===== src/osat_pkg.sv =====
package osat_pkg;

    // Table geometry
    localparam int CAPACITY = 8;
    localparam int CNT_W    = $clog2(CAPACITY + 1);
    localparam int CMD_W    = 3;
    localparam int ADDR_W   = 32;
    localparam int PORT_W   = 16;

    // Command codes
    localparam logic [CMD_W-1:0] CMD_ADD    = 3'd0;
    localparam logic [CMD_W-1:0] CMD_DELETE = 3'd1;
    localparam logic [CMD_W-1:0] CMD_UPDATE = 3'd2;
    localparam logic [CMD_W-1:0] CMD_FIND   = 3'd3;
    localparam logic [CMD_W-1:0] CMD_FIRST  = 3'd4;
    localparam logic [CMD_W-1:0] CMD_NEXT   = 3'd5;

    // Scan token handed from cell to cell
    typedef struct packed {
        logic              live;  // token present at this cell
        logic              hit;   // a match was seen upstream
        logic              grab;  // upstream neighbor asks this cell for its entry
        logic              ok;    // result entry captured
        logic [ADDR_W-1:0] addr;
        logic [PORT_W-1:0] port;
    } tok_t;

    // Request broadcast to every cell
    typedef struct packed {
        logic [CMD_W-1:0]  cmd;
        logic [ADDR_W-1:0] key;
        logic [PORT_W-1:0] port;
    } ctl_t;

endpackage


===== src/osat_cell.sv =====
module osat_cell
    import osat_pkg::*;
(
    input  logic              clk,
    input  logic              rst_n,
    input  ctl_t              ctl,
    input  logic              valid,
    input  logic              add_wr,
    input  tok_t              tok_in,
    input  logic [ADDR_W-1:0] nbr_addr,
    input  logic [PORT_W-1:0] nbr_port,
    output tok_t              tok_out,
    output logic [ADDR_W-1:0] entry_addr,
    output logic [PORT_W-1:0] entry_port
);

    logic [ADDR_W-1:0] addr_reg;
    logic [PORT_W-1:0] port_reg;
    tok_t              tok_reg;
    tok_t              tok_next;
    logic              uses_key;
    logic              match;
    logic              first;
    logic              take;
    logic              shift;

    // Compare this entry against the key while the token sits here
    always_comb
    begin
        uses_key = ctl.cmd inside {CMD_ADD, CMD_DELETE, CMD_UPDATE, CMD_FIND, CMD_NEXT};
        match    = tok_in.live && valid && uses_key && (addr_reg == ctl.key);
        first    = match && !tok_in.hit;
        take     = tok_in.live && valid && tok_in.grab
                   && ((ctl.cmd == CMD_NEXT) || (ctl.cmd == CMD_FIRST));
        shift    = tok_in.live && valid && (ctl.cmd == CMD_DELETE)
                   && (tok_in.hit || match);
    end

    // Build the token for the next cell
    always_comb
    begin
        tok_next      = tok_in;
        tok_next.hit  = tok_in.hit || match;
        tok_next.grab = first && (ctl.cmd == CMD_NEXT);
        if ((first && (ctl.cmd == CMD_FIND)) || take)
        begin
            tok_next.ok   = 1'b1;
            tok_next.addr = addr_reg;
            tok_next.port = port_reg;
        end
    end

    // Advance the token one cell per cycle
    always_ff @(posedge clk or negedge rst_n)
    begin
        if (!rst_n)
        begin
            tok_reg <= '0;
        end
        else
        begin
            tok_reg <= tok_next;
        end
    end

    // Append, pull down from the neighbor on delete, or rewrite the port
    always_ff @(posedge clk)
    begin
        if (add_wr)
        begin
            addr_reg <= ctl.key;
            port_reg <= ctl.port;
        end
        else if (shift)
        begin
            addr_reg <= nbr_addr;
            port_reg <= nbr_port;
        end
        else if (first && (ctl.cmd == CMD_UPDATE))
        begin
            port_reg <= ctl.port;
        end
    end

    assign tok_out    = tok_reg;
    assign entry_addr = addr_reg;
    assign entry_port = port_reg;

endmodule


===== src/ordered_server_address_table.sv =====
// Channel   Handshake        Fields
// request   start / busy     command, key_address, port_value
// result    done (strobe)    failed, found_address, found_port
//
// From acceptance, a scan token is registered at the head of the row, walks the
// row of CAPACITY cells, one cell per clock, and when it leaves the row the count
// is committed and the result registered. busy is high from the cycle after
// acceptance until the result cycle, so the next request is taken at the earliest
// at the edge that ends the strobe. Reset clears the count and the control state;
// entries hold garbage until written. The result is shown for one cycle and
// cannot be held off.
module ordered_server_address_table
    import osat_pkg::*;
(
    input  logic              clk,
    input  logic              rst_n,
    input  logic              start,
    output logic              busy,
    input  logic [CMD_W-1:0]  command,
    input  logic [ADDR_W-1:0] key_address,
    input  logic [PORT_W-1:0] port_value,
    output logic              done,
    output logic              failed,
    output logic [ADDR_W-1:0] found_address,
    output logic [PORT_W-1:0] found_port
);

    localparam logic S_IDLE = 1'b0;
    localparam logic S_SCAN = 1'b1;

    logic              state_reg;
    logic              state_next;
    ctl_t              ctl_reg;
    ctl_t              ctl_next;
    tok_t              inject_reg;
    tok_t              inject_next;
    logic [CNT_W-1:0]  count_reg;
    logic [CNT_W-1:0]  count_next;
    logic              done_reg;
    logic              done_next;
    logic              failed_reg;
    logic              failed_next;
    logic [ADDR_W-1:0] faddr_reg;
    logic [ADDR_W-1:0] faddr_next;
    logic [PORT_W-1:0] fport_reg;
    logic [PORT_W-1:0] fport_next;

    logic              accept;
    logic              finish;
    logic              add_commit;
    tok_t              tail;
    tok_t              tok_chain [CAPACITY+1];
    logic [ADDR_W-1:0] cell_addr [CAPACITY+1];
    logic [PORT_W-1:0] cell_port [CAPACITY+1];
    logic [CAPACITY-1:0] valid_vec;
    logic [CAPACITY-1:0] wr_vec;

    assign accept = start && (state_reg == S_IDLE);
    assign tail   = tok_chain[CAPACITY];
    assign finish = (state_reg == S_SCAN) && tail.live;

    assign tok_chain[0] = inject_reg;
    assign cell_addr[CAPACITY] = '0;
    assign cell_port[CAPACITY] = '0;

    // Append goes to the slot just past the last entry
    assign add_commit = finish && (ctl_reg.cmd == CMD_ADD) && !tail.hit
                        && (count_reg < CNT_W'(CAPACITY));

    // Row of cells
    for (genvar k = 0; k < CAPACITY; k++)
    begin : g_cell
        assign valid_vec[k] = count_reg > CNT_W'(k);
        assign wr_vec[k]    = add_commit && (count_reg == CNT_W'(k));

        osat_cell u_cell (
            .clk        (clk),
            .rst_n      (rst_n),
            .ctl        (ctl_reg),
            .valid      (valid_vec[k]),
            .add_wr     (wr_vec[k]),
            .tok_in     (tok_chain[k]),
            .nbr_addr   (cell_addr[k+1]),
            .nbr_port   (cell_port[k+1]),
            .tok_out    (tok_chain[k+1]),
            .entry_addr (cell_addr[k]),
            .entry_port (cell_port[k])
        );
    end

    // Sequencer: take a request, launch the token, commit when it leaves the row
    always_comb
    begin
        state_next  = state_reg;
        ctl_next    = ctl_reg;
        inject_next = '0;
        count_next  = count_reg;
        done_next   = 1'b0;
        failed_next = 1'b1;
        faddr_next  = '0;
        fport_next  = '0;

        case (state_reg)
            S_IDLE:
            begin
                if (accept)
                begin
                    ctl_next.cmd     = command;
                    ctl_next.key     = key_address;
                    ctl_next.port    = port_value;
                    inject_next.live = 1'b1;
                    inject_next.grab = (command == CMD_FIRST);
                    state_next       = S_SCAN;
                end
            end
            S_SCAN:
            begin
                if (finish)
                begin
                    done_next  = 1'b1;
                    state_next = S_IDLE;
                    case (ctl_reg.cmd)
                        CMD_ADD:
                        begin
                            failed_next = !add_commit;
                            if (add_commit)
                            begin
                                count_next = count_reg + CNT_W'(1);
                            end
                        end
                        CMD_DELETE:
                        begin
                            failed_next = !tail.hit;
                            if (tail.hit)
                            begin
                                count_next = count_reg - CNT_W'(1);
                            end
                        end
                        CMD_UPDATE:
                        begin
                            failed_next = !tail.hit;
                        end
                        CMD_FIND, CMD_FIRST, CMD_NEXT:
                        begin
                            failed_next = !tail.ok;
                            if (tail.ok)
                            begin
                                faddr_next = tail.addr;
                                fport_next = tail.port;
                            end
                        end
                        default:
                        begin
                            failed_next = 1'b1;
                        end
                    endcase
                end
            end
            default:
            begin
                state_next = S_IDLE;
            end
        endcase
    end

    // Control registers
    always_ff @(posedge clk or negedge rst_n)
    begin
        if (!rst_n)
        begin
            state_reg  <= S_IDLE;
            inject_reg <= '0;
            count_reg  <= '0;
            done_reg   <= 1'b0;
        end
        else
        begin
            state_reg  <= state_next;
            inject_reg <= inject_next;
            count_reg  <= count_next;
            done_reg   <= done_next;
        end
    end

    // Request and result payload
    always_ff @(posedge clk)
    begin
        ctl_reg    <= ctl_next;
        failed_reg <= failed_next;
        faddr_reg  <= faddr_next;
        fport_reg  <= fport_next;
    end

    assign busy          = (state_reg == S_SCAN);
    assign done          = done_reg;
    assign failed        = failed_reg;
    assign found_address = faddr_reg;
    assign found_port    = fport_reg;

endmodule


===== config.mk =====
export PLATFORM = sky130hd
export DESIGN_NAME = ordered_server_address_table
export DESIGN_NICKNAME = d
export VERILOG_FILES = /design/src/osat_pkg.sv /design/src/osat_cell.sv /design/src/ordered_server_address_table.sv
export SDC_FILE = /design/constraint.sdc
export NUM_CORES = 1
export LEC_CHECK = 0
export BUFFER_PORTS_ARGS = -buffer_cell sky130_fd_sc_hd__buf_2
export CAP_MARGIN = 25
export CORE_MARGIN = 2
export CORE_UTILIZATION = 35
export DETAILED_ROUTE_END_ITERATION = 10
export SETUP_SLACK_MARGIN = 0.15
export SYNTH_ARGS = -nofsm -noshare
export SYNTH_HDL_FRONTEND = slang
export SYNTH_SLANG_ARGS = --single-unit

===== constraint.sdc =====
create_clock -name clk -period 7.2 [get_ports clk]
set_input_delay 1.08 -clock clk [delete_from_list [all_inputs] [get_ports clk]]
set_output_delay 1.08 -clock clk [all_outputs]
set_load 0.05 [all_outputs]

==> results of run 1 <==
==> per-stage QoR <==
stage,std cells,hold slack (ns)
after floorplan,2407,0.348
after global placement,3816,0.361
after detailed placement,3816,0.363
after CTS,4000,0.371
after global routing,4001,0.384
final,4002,0.370
==> routing by layer <==
| metal | share of wire (%) | wire length [um] |
|---|---|---|
| met2 | 46 | 45500 |
| met3 | 5.1 | 5030 |
| met1 | 46 | 45700 |
| met5 | 0.14 | 137 |
| met4 | 2.5 | 2450 |
==> layout by cell type, fill, tap and decap left out, types with 5 or more instances in the layout <==
master	instances
and2_1	96
and3_1	51
buf_2	103
buf_4	53
bufinv_16	14
clkbuf_1	21
clkbuf_16	101
clkbuf_8	16
clkinv_1	8
clkinv_2	13
dfrtp_1	423
dfxtp_1	49
edfxtp_1	435
inv_1	10
mux2_2	654
mux2_4	18
nand2_1	44
nand2b_1	12
nand3_1	17
nand4_1	40
nor2_1	21
nor3_1	14
nor4_1	39
o21ai_0	7
or2_2	5
xnor2_1	144
xor2_1	116
==> path summary, 6_finish.rpt <==
check / slack, ns / depth (start not counted) / endpoint
max reg2reg: 2.60 / 7 / g_cell[6].u_cell.entry_addr[9]
min in group asynchronous: 0.42 / 1 / g_cell[1].u_cell.tok_out[22]
max: 2.60 / 7 / g_cell[6].u_cell.entry_addr[9]
min: 0.37 / 0 / g_cell[6].u_cell.tok_out[51]
max in group asynchronous: 5.13 / 2 / g_cell[7].u_cell.tok_out[15]
min reg2reg: 0.37 / 0 / g_cell[6].u_cell.tok_out[51]
==> where the power goes <==
part | switching (W) | internal (W) | leakage (nW) | total, W
Combinational | 0.0000596 | 0.0000133 | 5.59 | 0.0000729
Clock | 0.00214 | 0.00325 | 1.70 | 0.00539
Sequential | 0 | 0.00540 | 9.38 | 0.00540
==> final cells by class <==
class	instances	area, um2
clock inverter	46	644
inverter	12	45.0
clock buffer	138	2830
sequential	907	24600
timing repair buffer	160	983
fill	9670	63700
antenna	1	2.50
tap	1403	1760
multi-input combinational	1335	12400
==> cell families (layout without fill, tap and decap cells) <==
| logic type | count (synthesis) | count (layout) | synth area share [%] |
|---|---|---|---|
| simple gates | 355 | 355 | 5.43 |
| buf+inv | 165 | 356 | 2.15 |
| flops | 907 | 907 | 65.2 |
| other cells | 0 | 1 | 0 |
| mux | 673 | 673 | 20.2 |
| xor+xnor | 260 | 260 | 6.03 |
| fa+ha+maj | 3 | 3 | 0.0994 |
| compound gates | 44 | 44 | 0.884 |
==> worst max-delay path: stages (launching register included) <==
cell and delay (ns):
edfxtp_1 1.00, xor2_1 0.18, nor4_1 0.36, nand3_1 0.13
nand4b_1 0.39, a21oi_2 0.85, nand2b_1 0.87, buf_4 0.44
==> summary.md, run 1 <==
| Metric | Value |
|---|---|
| Tmin final | `4.60 ns` |
| Die height | `333 um` |
| Worst setup SP type | `register` |
| Relative slew margins | `25.4%` |
| Post-synthesis register bit count | `907` |
| GRT overflow | `0` |
| IO buf count | `104` |
| Synth top area cells | `edfxtp_1 35%, dfrtp_1 28%, mux2_2 19%, xnor2_1 3.3%, xor2_1 2.7%` |
| Utilization after layout | `40.5%` |
| P per Cell Area | `251 nW/um2` |
| Area leader, netlist | `edfxtp_1` |
| Clk pin slew, worst setup/hold paths | `0.06 ns` |
| H-tree levels | `3` |
| Placed cell area | `39,800 um2` |
| Mapped Area | `37,800 um2` |
| Nets@finish | `2,570` |
| TritonCTS clock tree | `done` |
| Vias/cell | `5.06` |
| RSZ-0062 raised after global routing | `false` |
| Final TNS setup | `0 ns` |
| Fin. max-slew vios | `0` |
| Most common cell in the netlist | `mux2_2` |
| Cells after Synth | `2,407` |
| Post-synth top cells | `654 x mux2_2, 435 x edfxtp_1, 423 x dfrtp_1, 144 x xnor2_1, 116 x xor2_1` |
| Clock Path Buffers | `3` |
| Max FFs per register | `415` |
| CTS Hold Bufs | `0` |
| Fin Clk Skew | `0.0302 ns` |
| GRT met3 Usage | `2.99%` |
| Tightest Hold Check Type | `reg2reg` |
| CTS root buffer | `clkbuf_16` |
| HPWL Detailed | `65.5 mm` |
| Tot Pwr | `0.0109 W` |
| Setup crit end kind | `register` |
| Mean Syn Cell Area | `15.7 um2` |
| Vias | `20.3k` |
| Async SR Flop Fraction | `46.6%` |
| R2r startpoint | `ctl_reg[35]` |
| Crit Path Class | `reg2reg` |
| TritonCTS buffer count | `97` |
| Setup repair bufs after CTS | `0` |
| Synth cell types | `59` |
| Hold Path Origin | `g_cell[5].u_cell.tok_out[51]` |
| Largest net degree at the start of global routing | `150` |
| Post-synth EDFFs | `435` |
| Slew @ Worst Pin | `1.11 ns` |
| Crit path required time | `7.55 ns` |
| Leak Pwr | `16.7 nW` |
| CP Max Fanout | `17` |
| Routed wire length per instance | `24.7 um` |
| Post-synthesis to final-layout area growth | `14.6%` |
| Cell row count | `120` |
| Dpl ws | `2.55 ns` |
| Vias in the first global route | `21.5k` |
| Run status | `finished clean` |
| Initial Utilization | `35.3%` |
| # setup viols final | `0` |
| Max Clk Rate | `218 MHz` |
| Crit path launch | `ctl_reg[35]` |
| RD Place Congestion | `0.886` |
| WP data arrival | `4.94 ns` |
| Number of routed nets with antenna violations | `0` |
| Max IR drop VDD | `0.174 mV` |
| Top FF cell, synth | `edfxtp_1` |
| IO Count | `105` |
| Final setup margin | `2.60 ns` |
| Total Routing Usage GR | `17.9%` |
| YS warnings | `0` |
| Clk_lat worst skew | `0.68 ns` |
| Period utilisation layout | `63.9%` |
| Initial antenna violation count | `5` |
| Register area share after synthesis | `65.2%` |
| Starting DRT DRC Count | `1,430` |
| Residual DRC | `0` |
| Die width | `333 um` |
| Final hold viol count | `0` |
| Met2 Usage GRT | `27.9%` |
| Cell area after layout | `43,300 um2` |
| Post-synth top area share | `34.6%` |
| Max Cap Violations | `0` |
| CTS sink cnt | `907` |
| Post-cts sizing count | `0` |
| Layout cells sized above 1 | `39.0%` |
| Gr busiest metal | `met2` |
| Die area | `111,000 um2` |
| Syn Nets | `2,464` |
| GR Util met1 | `25.4%` |
| DR pass1 iterations | `5` |
| Routed wire length | `98.9 mm` |
| First-pass GRT wire length | `149 mm` |
| Core area | `107,000 um2` |
Note: power is estimated with default switching activity, not from simulation.
==> inputs of run 2 (changes only) <==
ABC_AREA = 1   (was unset)
clock period = 4.4 ns   (was 7.2 ns; I/O delays follow)
==> run 2 against run 1 <==
Effect of this change:
- synthesized area up 5.3%
- total power up 59%
- sequential share of layout area down 1.8 points
- design area up 3.3%
- synthesized cell count up 77%
- die area up 5.3%
- register-to-register slack worse by 2.0 ns
- final cell count up 46%
- maximum frequency up 23%
- routed wire length up 24%
- largest cell class unchanged
==> summary.md, run 2 <==
| Metric | Value |
|---|---|
| Run status | `finished clean (unchanged)` |
| Clk pin slew, worst setup/hold paths | `0.06 ns (about the same)` |
| Total Routing Usage GR | `21.0% (was 17.9%)` |
| Final Hold Slack | `0.0164 ns (was 0.370 ns)` |
| Mean Syn Cell Area | `9.34 um2 (was 15.7 um2)` |
| RD Place Congestion | `0.967 (was 0.886)` |
| Most common cell in the netlist | `nand2_1 (was mux2_2)` |
| Reg2reg setup slack | `0.65 ns (was 2.60 ns)` |
| RSZ-0062 raised after global routing | `false (unchanged)` |
| Post-synth top area share | `32.8% (was 34.6%)` |
| Worst path top cell family by delay | `simple AND/OR/NAND/NOR gates (unchanged)` |
| Nets@finish | `4,331 (was 2,570)` |
| Die height | `341 um (was 333 um)` |
| Leak Pwr | `21.6 nW (was 16.7 nW)` |
| HPWL Detailed | `86.7 mm (was 65.5 mm)` |
| Top routing layer in use | `met5 (unchanged)` |
| M1 wire length | `56.0 mm (was 45.7 mm)` |
| Number of diodes | `0 (was 1)` |
| Initial antenna violation count | `2 (was 5)` |
| Period utilisation layout | `85.2% (was 63.9%)` |
| Number of routed nets with antenna violations | `0 (unchanged)` |
| Max FFs per register | `415 (unchanged)` |
| Top FF cell, synth | `edfxtp_1 (unchanged)` |
| TritonCTS buffer count | `98 (was 97)` |
| Routed wire length per instance | `20.9 um (was 24.7 um)` |
| Async SR Flop Fraction | `46.6% (unchanged)` |
| Largest net degree at the start of global routing | `107 (was 150)` |
| Setup repair bufs after CTS | `0 (unchanged)` |
| Fin. max-slew vios | `0 (unchanged)` |
| Max Clk Rate | `267 MHz (was 218 MHz)` |
| Setup crit end kind | `register (unchanged)` |
| Mapped Area | `39,800 um2 (was 37,800 um2)` |
| R2r startpoint | `ctl_reg[20] (was ctl_reg[35])` |
| Relative slew margins | `31.7% (was 25.4%)` |
| CP bufs+invs | `2 (was 1)` |
| Starting DRT DRC Count | `3,152 (was 1,430)` |
| CTS sink cnt | `907 (unchanged)` |
| Tot Pwr | `0.0173 W (was 0.0109 W)` |
| Max IR drop VDD | `0.281 mV (was 0.174 mV)` |
| Routed wire length | `122 mm (was 98.9 mm)` |
| Cells after Synth | `4,263 (was 2,407)` |
| Die width | `341 um (was 333 um)` |
| CP cell instances | `inv_1, nand2_1, nand2_1, nor2_1, nand2_1, nor2_1, nand2_1, nor2_2, nand2_1, nand2_2, nand2_2, nand2_1, buf_4 (was xor2_1, nor4_1, nand3_1, nand4b_1, a21oi_2, nand2b_1, buf_4)` |
| Die area | `116,000 um2 (was 111,000 um2)` |
| First-pass GRT wire length | `185 mm (was 149 mm)` |
| Worst setup SP type | `register (unchanged)` |
| Register area share after synthesis | `61.9% (was 65.2%)` |
| Max Cap Violations | `0 (unchanged)` |
| Post-synthesis register bit count | `907 (unchanged)` |
| GRT overflow | `0 (unchanged)` |
| Tmin final | `3.75 ns (was 4.60 ns)` |
| Core area | `113,000 um2 (was 107,000 um2)` |
| Residual DRC | `0 (unchanged)` |
| Crit path required time | `4.71 ns (was 7.55 ns)` |
| Final TNS setup | `0 ns (unchanged)` |
| Layout cells sized above 1 | `9.71% (was 39.0%)` |
| IO Count | `105 (unchanged)` |
| Final hold viol count | `0 (unchanged)` |
| Vias/cell | `5.03 (was 5.06)` |
| CTS root buffer | `clkbuf_16 (unchanged)` |
| Crit Path Class | `reg2reg (unchanged)` |
| Vias in the first global route | `28.4k (was 21.5k)` |
| Routed wire length on met2 | `52.0 mm (was 45.5 mm)` |
| Post-synth top cells | `1,562 x nand2_1, 475 x nand3_1, 435 x edfxtp_1, 423 x dfrtp_1, 235 x o21ai_0 (was 654 x mux2_2, 435 x edfxtp_1, 423 x dfrtp_1, 144 x xnor2_1, 116 x xor2_1)` |
| YS warnings | `0 (unchanged)` |
| P per Cell Area | `386 nW/um2 (was 251 nW/um2)` |
| CTS Hold Bufs | `0 (unchanged)` |
| H-tree levels | `3 (unchanged)` |
| Clock Path Buffers | `3 (unchanged)` |
| Cell row count | `123 (was 120)` |
| IO buf count | `104 (unchanged)` |
| Largest stage delay on the critical path | `0.74 ns (was 1.00 ns)` |
| Commonest non-fill, non-tap cell in the layout | `nand2_1 (was mux2_2)` |
| Area leader, netlist | `edfxtp_1 (unchanged)` |
| Slew @ Worst Pin | `1.02 ns (was 1.11 ns)` |
| Synth top area cells | `edfxtp_1 33%, dfrtp_1 27%, nand2_1 15%, nand3_1 6.0%, o21ai_0 3.0% (was edfxtp_1 35%, dfrtp_1 28%, mux2_2 19%, xnor2_1 3.3%, xor2_1 2.7%)` |
| DR pass1 iterations | `7 (was 5)` |
| Initial Utilization | `35.3% (about the same)` |
| Syn Nets | `4,320 (was 2,464)` |
| Met3 routed WL | `9.36 mm (was 5.03 mm)` |
| TritonCTS clock tree | `done (unchanged)` |
| Reg2Reg Depth | `13 (was 7)` |
| Post-synthesis to final-layout area growth | `12.4% (was 14.6%)` |
| Fin Clk Skew | `0.0278 ns (was 0.0302 ns)` |
| Most frequent cells in the layout | `1,561 x nand2_1, 465 x nand3_1, 435 x edfxtp_1 (was 654 x mux2_2, 435 x edfxtp_1, 423 x dfrtp_1)` |
| Post-synth EDFFs | `435 (unchanged)` |
| Synth cell types | `44 (was 59)` |
| Vias | `29.5k (was 20.3k)` |
| WP data arrival | `4.06 ns (was 4.94 ns)` |
| Most Frequent Cell on Critical Path | `nand2_1` |
| Clk_lat worst skew | `0.69 ns (was 0.68 ns)` |
| Critical-path top delay cell | `edfxtp_1 (unchanged)` |
| # setup viols final | `0 (unchanged)` |
| CP Max Fanout | `32 (was 17)` |
| Tightest Hold Check Type | `in2async (was reg2reg)` |
| Post-cts sizing count | `0 (unchanged)` |
| FF-to-FF End | `g_cell[1].u_cell.entry_addr[7] (was g_cell[6].u_cell.entry_addr[9])` |
==> run 2: changes by cell type after synthesis, sizes merged, moves of 74 or more <==
cell    previous run  this run
and2              96        17
mux2             672         0
nand3             17       476
clkbuf            56       130
inv               11       261
o21ai             10       239
nand2             44      1576
nor2              21       216
==> run 2: worst max path at each step <==
stage / startpoint / endpoint / slack, ns / cells after the start
2_1_floorplan: ctl_reg[49] / g_cell[0].u_cell.entry_port[0] / 1.23 / 11
3_3_place_gp: ctl_reg[47] / g_cell[1].u_cell.entry_addr[13] / 0.79 / 13
3_5_place_dp: ctl_reg[20] / g_cell[1].u_cell.entry_addr[7] / 0.75 / 13
4_1_cts: ctl_reg[20] / g_cell[1].u_cell.entry_addr[19] / 0.73 / 13
5_1_grt: ctl_reg[20] / g_cell[1].u_cell.entry_port[1] / 0.40 / 12
6_report: ctl_reg[20] / g_cell[1].u_cell.entry_addr[7] / 0.65 / 13
==> run 2: cell families (layout without fill, tap and decap cells) <==
logic type      after synthesis  in the layout  share of synthesized area, %
compound gates              298            298                          3.81
xor+xnor                    141            141                          3.10
fa+ha+maj                     3              3                        0.0943
buf+inv                     533            628                          6.03
flops                       907            907                          61.9
mux                           1              1                        0.0252
simple gates               2380           2380                          25.1
==> run 2: layer usage <==
layer | track usage (%) | vias to the layer above
met2 | 30.5 | 1238
met1 | 31.1 | 14200
met5 | 0 | -
met4 | 8.95 | 2
li1 | - | 13800
met3 | 3.09 | 209
==> run 2: cell type report <==
cell class / count / area (um2)
clock buffers: 136 / 2810
fillers: 11200 / 67900
clock inverters: 48 / 404
repair buffers: 183 / 1210
well taps: 1500 / 1880
flip-flops and latches: 907 / 24600
multi-input cells: 2823 / 12800
inverters: 261 / 980
==> run 2: power by group <==
| group | internal (W) | leakage, nW | total, W | switching, W |
|---|---|---|---|---|
| Sequential | 0.00883 | 9.38 | 0.00883 | 0 |
| Combinational | 0.0000297 | 10.6 | 0.000127 | 0.0000976 |
| Clock | 0.00481 | 1.57 | 0.00832 | 0.00352 |
| Total | 0.0137 | 21.6 | 0.0173 | 0.00361 |
==> run 2: per-stage QoR <==
stage	util [%]	instance area [um2]	cells	worst slack [ns]
after global placement	36.9	41500	5674	0.790
final	39.7	44700	5858	0.649
after floorplan	-	39800	4263	1.23
after detailed placement	36.9	41500	5674	0.751
after global routing	39.7	44700	5858	0.402
after CTS	39.7	44700	5858	0.730
